[config.mk]
export PLATFORM = sky130hd
export DESIGN_NAME = gtg_isqrt
export DESIGN_NICKNAME = d
export VERILOG_FILES = /design/src/design/gtg_pkg.sv /design/src/design/gtg_isqrt.sv
export SDC_FILE = /design/constraint.sdc
export NUM_CORES = 1
export LEC_CHECK = 0
export BUFFER_PORTS_ARGS = -buffer_cell sky130_fd_sc_hd__buf_2
export CORE_ASPECT_RATIO = 0.9
export CORE_MARGIN = 2
export CORE_UTILIZATION = 35
export DETAILED_ROUTE_END_ITERATION = 12
export GPL_TIMING_DRIVEN = 0
export PLACE_DENSITY = 0.62
export SLEW_MARGIN = 20
export SYNTH_ARGS = -nofsm -noshare
export SYNTH_HDL_FRONTEND = slang
export SYNTH_SLANG_ARGS = --single-unit
[constraint.sdc]
create_clock -name clk_i -period 2.8 [get_ports clk_i]
set_input_delay 0.28 -clock clk_i [delete_from_list [all_inputs] [get_ports clk_i]]
set_output_delay 0.28 -clock clk_i [all_outputs]
set_load 0.01 [all_outputs]
[src/design/gtg_pkg.sv]
// Shared types, constants and the arctangent table of the go-to-goal controller.
package gtg_pkg;

  localparam int unsigned DIFF_W = 33;
  localparam int unsigned CORD_W = 36;
  localparam int unsigned ANG_W  = 34;
  localparam int unsigned RAD_W  = 64;
  localparam int unsigned ROOT_W = 32;

  localparam logic signed [ANG_W-1:0] PI_Q29     = 34'sd1686629713;
  localparam logic signed [ANG_W-1:0] TWO_PI_Q29 = 34'sd3373259426;

  localparam logic [31:0] GOAL_X_RST       = 32'd0;
  localparam logic [31:0] GOAL_Y_RST       = 32'd0;
  localparam logic [15:0] LINEAR_GAIN_RST  = 16'd128;
  localparam logic [15:0] ANGULAR_GAIN_RST = 16'd768;
  localparam logic [31:0] STOP_DIST_RST    = 32'd3277;

  typedef enum logic [2:0] {
    CFG_GOAL_X       = 3'd0,
    CFG_GOAL_Y       = 3'd1,
    CFG_LINEAR_GAIN  = 3'd2,
    CFG_ANGULAR_GAIN = 3'd3,
    CFG_STOP_DIST    = 3'd4
  } cfg_idx_e;

  typedef struct packed {
    logic signed [31:0] pos_x;
    logic signed [31:0] pos_y;
    logic signed [15:0] heading;
  } pose_t;

  typedef struct packed {
    logic [30:0]        linear_speed;
    logic signed [31:0] angular_speed;
    logic               arrived;
  } cmd_t;

  function automatic logic [29:0] atan_q29(input logic [4:0] idx);
    logic [29:0] val;
    case (idx)
      5'd0:    val = 30'd421657428;
      5'd1:    val = 30'd248918915;
      5'd2:    val = 30'd131521918;
      5'd3:    val = 30'd66762579;
      5'd4:    val = 30'd33510843;
      5'd5:    val = 30'd16771758;
      5'd6:    val = 30'd8387925;
      5'd7:    val = 30'd4194219;
      5'd8:    val = 30'd2097141;
      5'd9:    val = 30'd1048575;
      default: val = 30'h2000_0000 >> idx;
    endcase
    return val;
  endfunction

endpackage

[src/design/gtg_isqrt.sv]
// Iterative integer square root, one result bit per cycle.
module gtg_isqrt (
  input  logic                            clk_i,
  input  logic                            rst_ni,
  input  logic                            start_i,
  input  logic [gtg_pkg::RAD_W-1:0]       radicand_i,
  output logic                            busy_o,
  output logic [gtg_pkg::ROOT_W-1:0]      root_o
);

  localparam int unsigned REM_W = gtg_pkg::ROOT_W + 2;
  localparam int unsigned CNT_W = $clog2(gtg_pkg::ROOT_W);

  logic                        busy_q;
  logic [CNT_W-1:0]            cnt_q;
  logic [gtg_pkg::RAD_W-1:0]   rad_q;
  logic [REM_W-1:0]            rem_q;
  logic [gtg_pkg::ROOT_W-1:0]  root_q;
  logic [REM_W+1:0]            rem_sh;
  logic [REM_W+1:0]            trial;
  logic [REM_W+1:0]            diff;
  logic                        fits;

  assign rem_sh = {rem_q, rad_q[gtg_pkg::RAD_W-1 -: 2]};
  assign trial  = {2'b00, root_q, 2'b01};
  assign diff   = rem_sh - trial;
  assign fits   = rem_sh >= trial;

  always_ff @(posedge clk_i or negedge rst_ni) begin
    if (!rst_ni) begin
      busy_q <= 1'b0;
      cnt_q  <= '0;
    end else if (start_i) begin
      busy_q <= 1'b1;
      cnt_q  <= CNT_W'(gtg_pkg::ROOT_W - 1);
    end else if (busy_q) begin
      if (cnt_q == '0) begin
        busy_q <= 1'b0;
      end else begin
        cnt_q <= cnt_q - 1'b1;
      end
    end
  end

  always_ff @(posedge clk_i) begin
    if (start_i) begin
      rad_q  <= radicand_i;
      rem_q  <= '0;
      root_q <= '0;
    end else if (busy_q) begin
      rad_q  <= {rad_q[gtg_pkg::RAD_W-3:0], 2'b00};
      rem_q  <= fits ? diff[REM_W-1:0] : rem_sh[REM_W-1:0];
      root_q <= {root_q[gtg_pkg::ROOT_W-2:0], fits};
    end
  end

  assign busy_o = busy_q;
  assign root_o = root_q;

endmodule

==> impl_metrics.yaml <==
run_status:
  status: "completed"
critical_path:
  endpoint_kind: "flip-flop"
  cp.arrival_ps: 2990
  worstReg2RegStart: "rem_q[1]"
  critPathLaunchType: "flip-flop"
  cp_slowest_cell: "o41a_1"
  reg2regPathDepth: 11
  cp_max_fo: 4
  cp_top_family: "compound AO/OA/AOI/OAI gates"
  path_buf_inv: 1
  slowest_delay_ps: 380
  crit_chain: "ha_4 > o211ai_1 > nand2_1 > o41a_1 > o41ai_4 > buf_4 > o211ai_4 > a221o_1 > a21oi_2 > xnor2_2 > a31o_1"
  criticalPathCategory: "reg -> reg"
  rr_endpoint: "rem_q[25]"
  crit_required_ps: 3120
  r2r_slack_ps: 130
clock_tree:
  cts-root-buf: "clkbuf_16"
  cts_htree_levels: 4
  clk_path_buf_depth: 2
  clk_latency_ps: 430
  clock-sinks: 136
  cts_tree: "yes"
  clk_pin_slew_ps: 70
  numCtsBuffers: 17
synth:
  synth.top_cell.area_share_pct: 25.2
  async_reset_ff_share_pct: 4.41
  seq_area_frac_synth_pct: 44.4
  postSynthCellCount: 737
  synth_top_area_cell: "edfxtp_1"
  ys_warn_count: 0
  synthTopCellsByCount: "80 x nor2_1, 66 x dfxtp_1, 64 x edfxtp_1"
  synth_edf_count: 64
  synth_nets: 840
  synthesis.area_um2: 7640
  synth-seq-cells: 136
  synth_most_common_cell: "nor2_1"
  synth.distinct_cells: 65
  synth_flop_cell: "dfxtp_1"
  synth.avg_cell_area_um2: 10.4
  synth.top_cells.by_area: "edfxtp_1 25%, dfxtp_1 17%, mux2_2 9.3%"
global_route:
  grt_max_degree: 36
  grt_remaining_overflow: 0
  track_usage_pct: 16.1
  grt_antenna_before_repair: 0
  grt_pass1_vias: 5810
  grt_first_pass_wirelength_um: 29700
route:
  drc: 0
  dr_total_vias: 5924
  wl_per_cell_um: 15.8
  drtPass1Iterations: 5
  routed_wl_um: 18500
  detail-route-antenna-nets: 0
  viasPerCell: 5.05
  drt_iter0_markers: 269
sta:
  slew_headroom_pct: 33.4
  period_needed_ps: 2670
  setup_viol: 0
  worst_slack_ps: 130
  period_share_pct: 95.4
  finClkSkew_ps: 12.1
  worst_pin_slew_ps: 986
  final_hold_viol_count: 0
  slew_viol_final: 0
  max_freq_ghz: 0.375
floorplanning:
  start_util_pct: 35.5
  io-pin-count: 100
  die_h_um: 144
  coreArea_um2: 21500
  fp.dieArea_um2: 23000
  num_rows: 51
  die_w_um: 160
power:
  pwr-share-seq_pct: 25.5
  intPower_uw: 6370
  vdd_drop_max_mv: 0.551
  p_comb_share_pct: 51.1
  switching_share_pct: 38.1
  power.net_switching_uw: 3930
  p_clk_share_pct: 23.4
  leakage_uw: 0.00413
  p_per_area_nw_per_um2: 1070
worst_hold_path:
  hold_path.class: "in -> reg"
  min_from: "radicand_i[1]"
  holdPathStages: 2
  hold_path_end: "rad_q[1]"
layout:
  nets: 972
  antenna_cells: 0
  drive_gt1_share_pct: 32.1
  fin_cells: 1173
  final_area_um2: 9580
  syn_to_final_growth_pct: 25.4
place:
  place_area_um2: 8520
  port_buffers: 99
  place.gp.congestion: 0.877
  dp_cells: 1128
  pre_cts_ws_ps: -295
  dpl.hpwl_um: 13000
run:
  maxCapViolCount: 0
through the flow:
step	setup TNS (ps)	hold WS [ps]	util, %	total power, µW
finish	0	136	44.5	10300
global route	-4.93	137	44.5	11000
detailed placement	-6430	111	39.6	7140
global placement	-64840	112	39.5	7110
CTS	-11.5	115	43.4	9950
floorplan	0	-15.6	-	6230
worst max path at each step:
| stage | startpoint | cells past startpoint | endpoint |
|---|---|---|---|
| 4_1_cts | root_o[1] | 12 | rem_q[25] |
| 2_1_floorplan | root_o[15] | 14 | rem_q[0] |
| 3_5_place_dp | root_o[1] | 11 | rem_q[25] |
| 5_1_grt | root_o[13] | 12 | rem_q[30] |
| 6_report | rem_q[1] | 11 | rem_q[25] |
| 3_3_place_gp | start_i | 5 | rad_q[32] |
power by group through the flow:
stage	registers (µW)	logic, µW	clock network (µW)
4_1_cts	2600	4890	2460
5_1_grt	2660	5780	2530
6_report	2630	5250	2410
2_1_floorplan	2560	3670	0
3_5_place_dp	2630	4510	0
3_3_place_gp	2630	4490	0
logic make-up (layout without fill, tap and decap cells):
family / after synthesis / count (layout) / synth area share (%)
fa+ha+maj: 36 / 36 / 5.90
simple gates: 186 / 186 / 11.3
compound gates: 138 / 138 / 12.8
buf+inv: 87 / 232 / 4.85
mux: 122 / 122 / 17.0
flops: 136 / 136 / 44.4
xor+xnor: 32 / 32 / 3.67
sequential cells by signal, summed over array words and instances (netlist names):
signal,flops
root_o,32
busy_o,1
rad_q,64
cnt_q,5
rem_q,34
repair_timing:
action	in CTS	in global routing
pin swaps	14	22
hold endpoints to repair	6	0
setup buffers	11	5
hold buffers	1	0
gates resized for setup	27	49
endpoints found under the setup margin	35	35
cells in the final DEF, fill, tap and decap left out, drive strengths merged, types with 7 or more instances in the layout:
cell type / instances
buf: 137
nor2: 80
dfxtp: 66
edfxtp: 64
mux2: 63
mux2i: 59
inv: 57
nand2: 39
ha: 36
a21oi: 34
clkbuf: 31
a211oi: 22
o21ai: 21
xnor2: 19
xor2: 13
a21o: 12
nor3: 11
nand2b: 10
nand3: 8
nand4: 8
o211ai: 7
final cells by class:
type	count	area, µm²
multi-input combinational	514	4150
buffer	35	181
clock inverter	15	204
fill	2072	11900
sequential	136	3420
tap	291	364
clock buffer	17	425
inverter	48	183
timing repair buffer	117	646
layer usage:
metal	GRT usage (%)	up-vias	routed length (µm)
li1	-	2935	-
met1	21.9	2834	9040
met2	25.1	141	8070
met3	5.05	14	1240
met4	4.21	0	176
met5	0	-	0
Note: power is estimated with default switching activity, not from simulation.
