File: src/design/gtg_pkg.sv
// Shared types, constants and the arctangent table of the go-to-goal controller.
package gtg_pkg;

  localparam int unsigned DIFF_W = 33;
  localparam int unsigned CORD_W = 36;
  localparam int unsigned ANG_W  = 34;
  localparam int unsigned RAD_W  = 64;
  localparam int unsigned ROOT_W = 32;

  localparam logic signed [ANG_W-1:0] PI_Q29     = 34'sd1686629713;
  localparam logic signed [ANG_W-1:0] TWO_PI_Q29 = 34'sd3373259426;

  localparam logic [31:0] GOAL_X_RST       = 32'd0;
  localparam logic [31:0] GOAL_Y_RST       = 32'd0;
  localparam logic [15:0] LINEAR_GAIN_RST  = 16'd128;
  localparam logic [15:0] ANGULAR_GAIN_RST = 16'd768;
  localparam logic [31:0] STOP_DIST_RST    = 32'd3277;

  typedef enum logic [2:0] {
    CFG_GOAL_X       = 3'd0,
    CFG_GOAL_Y       = 3'd1,
    CFG_LINEAR_GAIN  = 3'd2,
    CFG_ANGULAR_GAIN = 3'd3,
    CFG_STOP_DIST    = 3'd4
  } cfg_idx_e;

  typedef struct packed {
    logic signed [31:0] pos_x;
    logic signed [31:0] pos_y;
    logic signed [15:0] heading;
  } pose_t;

  typedef struct packed {
    logic [30:0]        linear_speed;
    logic signed [31:0] angular_speed;
    logic               arrived;
  } cmd_t;

  function automatic logic [29:0] atan_q29(input logic [4:0] idx);
    logic [29:0] val;
    case (idx)
      5'd0:    val = 30'd421657428;
      5'd1:    val = 30'd248918915;
      5'd2:    val = 30'd131521918;
      5'd3:    val = 30'd66762579;
      5'd4:    val = 30'd33510843;
      5'd5:    val = 30'd16771758;
      5'd6:    val = 30'd8387925;
      5'd7:    val = 30'd4194219;
      5'd8:    val = 30'd2097141;
      5'd9:    val = 30'd1048575;
      default: val = 30'h2000_0000 >> idx;
    endcase
    return val;
  endfunction

endpackage

File: src/design/gtg_cordic.sv
// Iterative CORDIC in vectoring mode giving the bearing of a vector in Q5.29 radians.
module gtg_cordic #(
  parameter int unsigned ITERATIONS = 16
) (
  input  logic                                clk_i,
  input  logic                                rst_ni,
  input  logic                                start_i,
  input  logic signed [gtg_pkg::DIFF_W-1:0]   x_i,
  input  logic signed [gtg_pkg::DIFF_W-1:0]   y_i,
  output logic                                busy_o,
  output logic signed [gtg_pkg::ANG_W-1:0]    angle_o
);

  localparam int unsigned NITER = (ITERATIONS > 32) ? 32 : ITERATIONS;
  localparam int unsigned IW    = (NITER > 1) ? $clog2(NITER) : 1;

  logic                               busy_q;
  logic [IW-1:0]                      iter_q;
  logic signed [gtg_pkg::CORD_W-1:0]  x_q;
  logic signed [gtg_pkg::CORD_W-1:0]  y_q;
  logic signed [gtg_pkg::ANG_W-1:0]   z_q;
  logic signed [gtg_pkg::CORD_W-1:0]  xs;
  logic signed [gtg_pkg::CORD_W-1:0]  ys;
  logic signed [gtg_pkg::CORD_W-1:0]  x_ext;
  logic signed [gtg_pkg::CORD_W-1:0]  y_ext;
  logic signed [gtg_pkg::ANG_W-1:0]   step;
  logic                               zero_vec;

  assign x_ext    = gtg_pkg::CORD_W'(x_i);
  assign y_ext    = gtg_pkg::CORD_W'(y_i);
  assign zero_vec = (x_i == '0) && (y_i == '0);
  assign xs       = x_q >>> iter_q;
  assign ys       = y_q >>> iter_q;
  assign step     = $signed({{(gtg_pkg::ANG_W-30){1'b0}},
                             gtg_pkg::atan_q29(5'(iter_q))});

  always_ff @(posedge clk_i or negedge rst_ni) begin
    if (!rst_ni) begin
      busy_q <= 1'b0;
      iter_q <= '0;
    end else if (start_i) begin
      busy_q <= !zero_vec;
      iter_q <= '0;
    end else if (busy_q) begin
      if (iter_q == IW'(NITER - 1)) begin
        busy_q <= 1'b0;
      end else begin
        iter_q <= iter_q + 1'b1;
      end
    end
  end

  always_ff @(posedge clk_i) begin
    if (start_i) begin
      if (x_i < 0) begin
        x_q <= -x_ext;
        y_q <= -y_ext;
        z_q <= gtg_pkg::PI_Q29;
      end else begin
        x_q <= x_ext;
        y_q <= y_ext;
        z_q <= '0;
      end
    end else if (busy_q) begin
      if (y_q > 0) begin
        x_q <= x_q + ys;
        y_q <= y_q - xs;
        z_q <= z_q + step;
      end else begin
        x_q <= x_q - ys;
        y_q <= y_q + xs;
        z_q <= z_q - step;
      end
    end
  end

  assign busy_o  = busy_q;
  assign angle_o = z_q;

endmodule

File: config.mk
export PLATFORM = sky130hd
export DESIGN_NAME = gtg_cordic
export DESIGN_NICKNAME = d
export VERILOG_FILES = /design/src/design/gtg_pkg.sv /design/src/design/gtg_cordic.sv
export SDC_FILE = /design/constraint.sdc
export NUM_CORES = 1
export LEC_CHECK = 0
export ABC_CLOCK_PERIOD_IN_PS = 6200
export BUFFER_PORTS_ARGS = -buffer_cell sky130_fd_sc_hd__buf_2
export CORE_UTILIZATION = 50
export CTS_BUF_LIST = sky130_fd_sc_hd__clkbuf_16
export CTS_CLUSTER_SIZE = 10
export DETAILED_ROUTE_END_ITERATION = 10
export PLACE_DENSITY = 0.75
export SYNTH_ARGS = -nofsm -noshare
export SYNTH_HDL_FRONTEND = slang
export SYNTH_SLANG_ARGS = --single-unit
File: constraint.sdc
create_clock -name clk_i -period 6.2 [get_ports clk_i]
set_input_delay 1.24 -clock clk_i [delete_from_list [all_inputs] [get_ports clk_i]]
set_output_delay 1.24 -clock clk_i [all_outputs]
set_load 0.03 [all_outputs]
==> results by group, run 1 <==
Placement
  • GP Congestion: 0.988
  • Dpl hpwl: 38.9 mm
  • DP Worst Slack: ~0.12 ns
  • Port Buffers: 103
  • Placed cell area: 0.0182 mm²

Critical path
  • RR Endpoint: y_q[35]
  • R2R cell count: 19
  • FF-to-FF setup slack: 0.31 ns
  • CP Max Fanout: 21
  • Worst Setup Path Type: register to register
  • WP data arrival: around 6 ns
  • CP required: 6.30 ns
  • Critical Path Sink Type: register
  • Setup crit start kind: register
  • Worst R2R Start: iter_q[0]

Clocking
  • CTS Buf Count: 9
  • Longest Clk Path Bufs: 2
  • Htree depth: 3
  • TritonCTS clock tree: built
  • Root Buffer: clkbuf_16
  • Hold buffers post-CTS: 0
  • Clock transition at path regs: around 0.08 ns
  • Worst-Skew Late Latency: 0.38 ns
  • CTS Sinks: around 110

Drt
  • Detailed-route DRC error count: 2
  • Top Metal Used: met4
  • Via density: roughly 6.5
  • WL met1: 20.7 mm
  • Routed WL: ~50 mm
  • DR vias: around 16k
  • Wire length per cell: about 20 µm
  • DRT Pass-1 Iters: 11
  • WL met3: about 3.4 mm
  • Post-DRT Antenna Nets: 0
  • Met2 wire len: 23.9 mm
  • Initial DRC count: 1483

Cells and area
  • Ant diodes: 0
  • Share of cells above drive strength 1: 0.166
  • Cell area after layout: ~0.019 mm²
  • Filler cells: just over 3k
  • Nets: between 2k and 2.5k
  • Area Growth Syn to Fin: 9.67%

Global route
  • Total global-route track usage: 0.288
  • First-pass GRT wire length: 78.7 mm
  • Antenna violations before repair: 0
  • Pin count of the biggest net entering global routing: just over 80
  • Grt ovf: 0
  • Vias in the first global route: ~15k

Outcome
  • Violated checks: DRC
  • Status: finished, violations left

Synthesis
  • Largest cells by area after synthesis: edfxtp_1 (19%), mux4_2 (12%), ha_1 (8.5%)
  • Compound-gate portion of the synthesized area: 0.216
  • Mux contribution to synthesized area: 0.176
  • Leading area contributor after synthesis: edfxtp_1
  • Netlist cell types: 87
  • Fraction of the mapped netlist area in adder cells: 0.0884
  • Post-synthesis cell count: 1973
  • Yosys Warn Count: 0
  • Top cell type's share of synthesized area: 0.188
  • Seq/Total Area, Yosys: 0.195
  • Top_reg_cell synth: edfxtp_1
  • Synth Register Bits: 111
  • Post-Syn Area: 0.0170 mm²
  • Post-synth ARST share: 0.0450
  • Area share of and/or/nand/nor cells after synthesis: 0.168
  • Synthesized net count: 2160
  • XOR/XNOR share of the synthesized area: 0.118
  • Combinational family with the most area after synthesis: compound AO/OA/AOI/OAI gates
  • Mean Syn Cell Area: around 8.6 µm²
  • Post-synth EDFFs: 106

STA
  • Min cycle time layout: 5.89 ns
  • Period utilization: 0.951
  • Final Hold Fails: 0
  • Fin Clk Skew: 0.0114 ns
  • Rel. slew slack: 0.289
  • Fmax: 170 MHz
  • Final hold slack: between 0.6 and 0.7 ns
  • Endpoints failing setup: 0
  • Worst-Margin Slew: between 1 and 1.5 ns
  • Final Slew Violations: 0
  • Worst setup margin: 0.307 ns

Die
  • I/O pin count: roughly 100
  • Core Area: about 0.033 mm²
  • Rows: 67
  • Die area: 0.0347 mm²
  • Die extent in x: 186 µm
  • Initial core utilization: 0.507
  • Die H: 186 µm

Worst hold path
  • Hold WC Path Type: register to register
  • Hold Path Cell Cnt: 2
  • Hold Crit Start: busy_o
  • Hold EP: iter_q[2]

Job
  • Max Cap Viol: 0
[worst max-delay path by stage]
stage	start	end	slack (ns)	cells past startpoint
floorplan	iter_q[0]	angle_o[31]	0.01	30
global placement	iter_q[1]	y_q[34]	0.26	20
detailed placement	iter_q[1]	y_q[34]	0.12	21
CTS	iter_q[1]	y_q[34]	0.13	21
global route	iter_q[0]	y_q[34]	-0.002	21
finish	iter_q[0]	y_q[35]	0.31	19
[metal layers]
layer / up-vias / track usage
met3: 162 / 0.0452
met4: 0 / 0.130
met2: 753 / 0.489
li1: 7614 / -
met5: - / 0
met1: 7783 / 0.360
[worst max-delay path: stages, from the launching register on]
cell	delay (ns)
dfrtp_4	0.46
buf_12	0.20
mux4_1	0.63
mux4_2	0.52
or3_1	0.39
or2_1	0.30
nor2_2	0.23
a31oi_1	0.12
xor2_1	0.16
ha_1	0.36
a21o_1	0.20
a21oi_1	0.13
nor2b_1	0.07
or4_1	0.56
nor2_1	0.16
o21ai_0	0.17
a221o_1	0.40
o41ai_2	0.26
xor2_1	0.18
a21oi_1	0.09
[timing repair]
action,CTS,global route
resized for setup,0,17
endpoints found under the setup margin,0,20
setup buffers,0,6
[synthesized netlist by cell type (all sizes together) (16+ instances only)]
cell type / n
and3: 17
o21a: 26
xor2: 89
edfxtp: 106
a211oi: 17
inv: 52
nand2b: 21
a31oi: 26
mux4: 94
mux2: 21
mux2i: 60
a21o: 59
o21ai: 161
nand2: 205
or3: 26
xnor2: 140
a21oi: 140
nor2b: 16
nand3: 24
buf: 50
nor3: 29
nor2: 184
o31ai: 41
clkbuf: 51
nor4: 19
ha: 115
[cell type report]
cell class,count,area [µm²],share of cell area
timing repair buffer,179,1180,0.0634
sequential,111,3320,0.178
inverter,54,203,0.0109
clock inverter,7,48.8,0.00262
multi-input combinational,1707,13100,0.702
clock buffer,9,225,0.0121
tap,448,561,0.0301
[metrics by stage]
stage / util / setup TNS, ns / std cells
after detailed placement: 0.544 / 0 / 2493
final: 0.556 / 0 / 2515
after floorplan: - / 0 / 1973
after global routing: 0.556 / -0.00198 / 2515
after global placement: 0.544 / 0 / 2493
after CTS: 0.552 / 0 / 2509
[cells in the final DEF (no fill, tap or decap), drive strengths merged, types with 9 or more instances in the layout]
cell | netlist | final
nand2 | 205 | 205
nor2 | 184 | 184
buf | 50 | 179
o21ai | 161 | 161
xnor2 | 140 | 140
a21oi | 140 | 140
ha | 115 | 115
edfxtp | 106 | 106
mux4 | 94 | 94
xor2 | 89 | 89
mux2i | 60 | 60
a21o | 59 | 59
inv | 52 | 54
o31ai | 41 | 41
nor3 | 29 | 29
or3 | 26 | 26
o21a | 26 | 26
a31oi | 26 | 26
nand3 | 24 | 24
nand2b | 21 | 21
mux2 | 21 | 21
nor4 | 19 | 19
and3 | 17 | 17
a211oi | 17 | 17
nor2b | 16 | 16
o21bai | 15 | 15
or2 | 15 | 15
nand4 | 11 | 11
or4 | 10 | 10
and2 | 10 | 10
clkbuf | 51 | 9
[kinds of logic after synthesis]
group / Yosys count
AOI/OAI and AO/OA: 577
xor gates and xnor gates: 229
adders and majority gates: 118
buffers and inverters: 155
DFF: 111
muxes: 175
and+or+nand+nor: 608
[registers in the layout (all words and copies together), names as in the netlist]
register / flops
x_q: 36
y_q: 36
angle_o: 34
iter_q: 4
busy_o: 1
Power of run 1 is left out: the tool's default activity adds up to more than one toggle a clock period on the data nets, which glitch-free logic cannot reach.
==> run 2: changes to the inputs <==
--- a/config.mk
+++ b/config.mk
@@ -7,6 +7,7 @@
 export LEC_CHECK = 0
 export ABC_CLOCK_PERIOD_IN_PS = 6200
 export BUFFER_PORTS_ARGS = -buffer_cell sky130_fd_sc_hd__buf_2
+export CORE_ASPECT_RATIO = 0.75
 export CORE_UTILIZATION = 50
 export CTS_BUF_LIST = sky130_fd_sc_hd__clkbuf_16
 export CTS_CLUSTER_SIZE = 10
==> run 2 against run 1 <==
Effect of this change: the run still ends with DRC left; register-to-register slack worse by 0.19 ns; maximum frequency down 3.1%; utilization up 0.98 points; cell count up 1.1%; critical path depth up 2; final area up 1.8%; clock-buffer cell count unchanged; sequential share of layout area down 0.31 points; non-clock buffer count up 26; clock skew up 0.0048 ns; critical path type unchanged; critical endpoint is now x_q[34]; highest routed layer unchanged.
==> results by group, run 2 (synthesized netlist as in run 1, its figures left out) <==
Critical path
  • CP required: between 6 and 7 ns
  • Slowest-stage cell, CP: or4b_2
  • Setup crit start: iter_q[0]
  • Worst R2R Start: iter_q[0]
  • Critical Path Sink Type: register
  • RR Endpoint: x_q[34]
  • Setup crit start kind: register
  • Worst Setup Path Type: register to register
  • FF-to-FF setup slack: approximately 0.12 ns
  • Crit-path cells: buf_16 > mux4_2 > mux4_2 > nor4_4 > buf_4 > nand4_1 > nor4_2 > nor2b_1 > nor2_1 > xnor2_1 > ha_1 > a21o_1 > a21oi_2 > o211a_1 > o21bai_1 > a2111o_1 > nand4_1 > a31oi_1 > o311a_1 > or4b_2 > nand2_1
  • CP Max Fanout: 18
  • Crit path largest cell delay: between 0.6 and 0.7 ns
  • WP data arrival: roughly 6.4 ns
  • R2R cell count: 21

Drt
  • Wire length per cell: 20.7 µm
  • Initial DRC count: 1626
  • Routed WL: about 53 mm
  • DRT Pass-1 Iters: 9
  • Via density: ~6.5
  • Detailed-route DRC error count: 1
  • DR vias: approximately 16k
  • Post-DRT Antenna Nets: 0

Global route
  • Grt ovf: 0
  • GR Util met1: 0.415
  • Total global-route track usage: 0.298
  • Vias in the first global route: 15.1k
  • GRT busiest layer: met2
  • Global routing usage on met2: 0.480
  • First-pass GRT wire length: 82.9 mm
  • Pin count of the biggest net entering global routing: between 80 and 90
  • Met3 Track Usage GR: 0.0482
  • Antenna violations before repair: 0

Die
  • Die area: approximately 0.035 mm²
  • Rows: 58
  • Die H: 161 µm
  • Die extent in x: about 210 µm
  • Core Area: about 0.033 mm²
  • I/O pin count: about 100
  • Initial core utilization: 0.507

STA
  • Final Hold Fails: 0
  • Rel. slew slack: 0.320
  • Period utilization: 0.981
  • Worst setup margin: about 0.12 ns
  • Fin Clk Skew: 0.0161 ns
  • Fmax: approximately 160 MHz
  • Final Slew Violations: 0
  • Min cycle time layout: 6.08 ns
  • RSZ-0062 raised after global routing: yes
  • Worst-Margin Slew: between 1 and 1.5 ns
  • Endpoints failing setup: 0

Cells and area
  • Ant diodes: 0
  • Commonest non-fill, non-tap cells in the layout: nand2_1 (205), nor2_1 (180), o21ai_0 (155)
  • Most common cell after layout, fill and taps aside: nand2_1
  • Area Growth Syn to Fin: 11.6%
  • Nets: about 2.3k
  • Share of cells above drive strength 1: 0.183

Placement
  • GP Congestion: just under 1
  • Dpl hpwl: ~40 mm
  • DP Worst Slack: between 0.04 and 0.05 ns
  • Port Buffers: between 100 and 150

Outcome
  • Violated checks: DRC
  • Status: finished, violations left

Worst hold path
  • Hold WC Path Type: input pin to asynchronous set/reset pin

Job
  • Max Cap Viol: 0

Clocking
  • Htree depth: 3
  • Worst-Skew Late Latency: around 0.40 ns
  • Clock transition at path regs: about 0.09 ns
  • Hold buffers post-CTS: 0
  • CTS Sinks: roughly 110
  • CTS Buf Count: 9
  • Longest Clk Path Bufs: 2
  • TritonCTS clock tree: built
  • Root Buffer: clkbuf_16
run 2: cell count changes in the layout (fill, tap and decap cells not counted), moves of 3 or more:
cell / delta
inv_6: +3
buf_4: +26
mux4_1: -4
mux4_2: +4
o21ai_0: -3
run 2: critical path: cells and delay by family (launching register included):
family	cells	cell delay, ns
simple gates	8	2.02
mux	2	1.16
xor+xnor	1	0.14
flops	1	0.50
buf+inv	2	0.37
fa+ha+maj	1	0.29
compound gates	7	1.45
run 2: worst max-delay path by stage:
stage,endpoint,slack (ns),cells after the start
after floorplan,angle_o[31],0.01,30
after global placement,y_q[32],0.18,22
after detailed placement,y_q[34],0.04,21
after CTS,y_q[34],0.02,21
after global routing,x_q[34],-0.13,21
final,x_q[34],0.12,21
run 2: metal layers:
metal	part of all wire	vias to the layer above
met5	0	-
met4	0.023	0
met3	0.088	104
met2	0.46	868
met1	0.43	7846
li1	-	7668
run 2: layout make-up:
type                            count  area [µm²]
Sequential cell                   111        3320
Clock buffer                        9         225
Fill cell                        3090       14500
Tap cell                          450         563
Timing Repair Buffer              205        1420
Clock inverter                      7        77.6
Multi-Input combinational cell   1707       13100
Inverter                           54         203
run 2: through the flow:
| stage | util | instances | instance area (µm²) | TNS (ns) | hold slack [ns] |
|---|---|---|---|---|---|
| floorplan | - | 1973 | 17000 | 0 | 0.693 |
| global placement | 0.547 | 2509 | 18300 | 0 | 0.655 |
| detailed placement | 0.547 | 2509 | 18300 | 0 | 0.653 |
| CTS | 0.556 | 2525 | 18600 | 0 | 0.655 |
| global route | 0.566 | 2543 | 18900 | -0.235 | 0.660 |
| finish | 0.566 | 2543 | 18900 | 0 | 0.666 |
run 2: repair_timing:
item                                   in CTS  in global routing
resized for setup                           0                 36
endpoints found under the hold margin       0                  0
setup endpoints to repair                   0                 24
setup buffers                               0                 16
Power of run 2 is left out for the same reason.
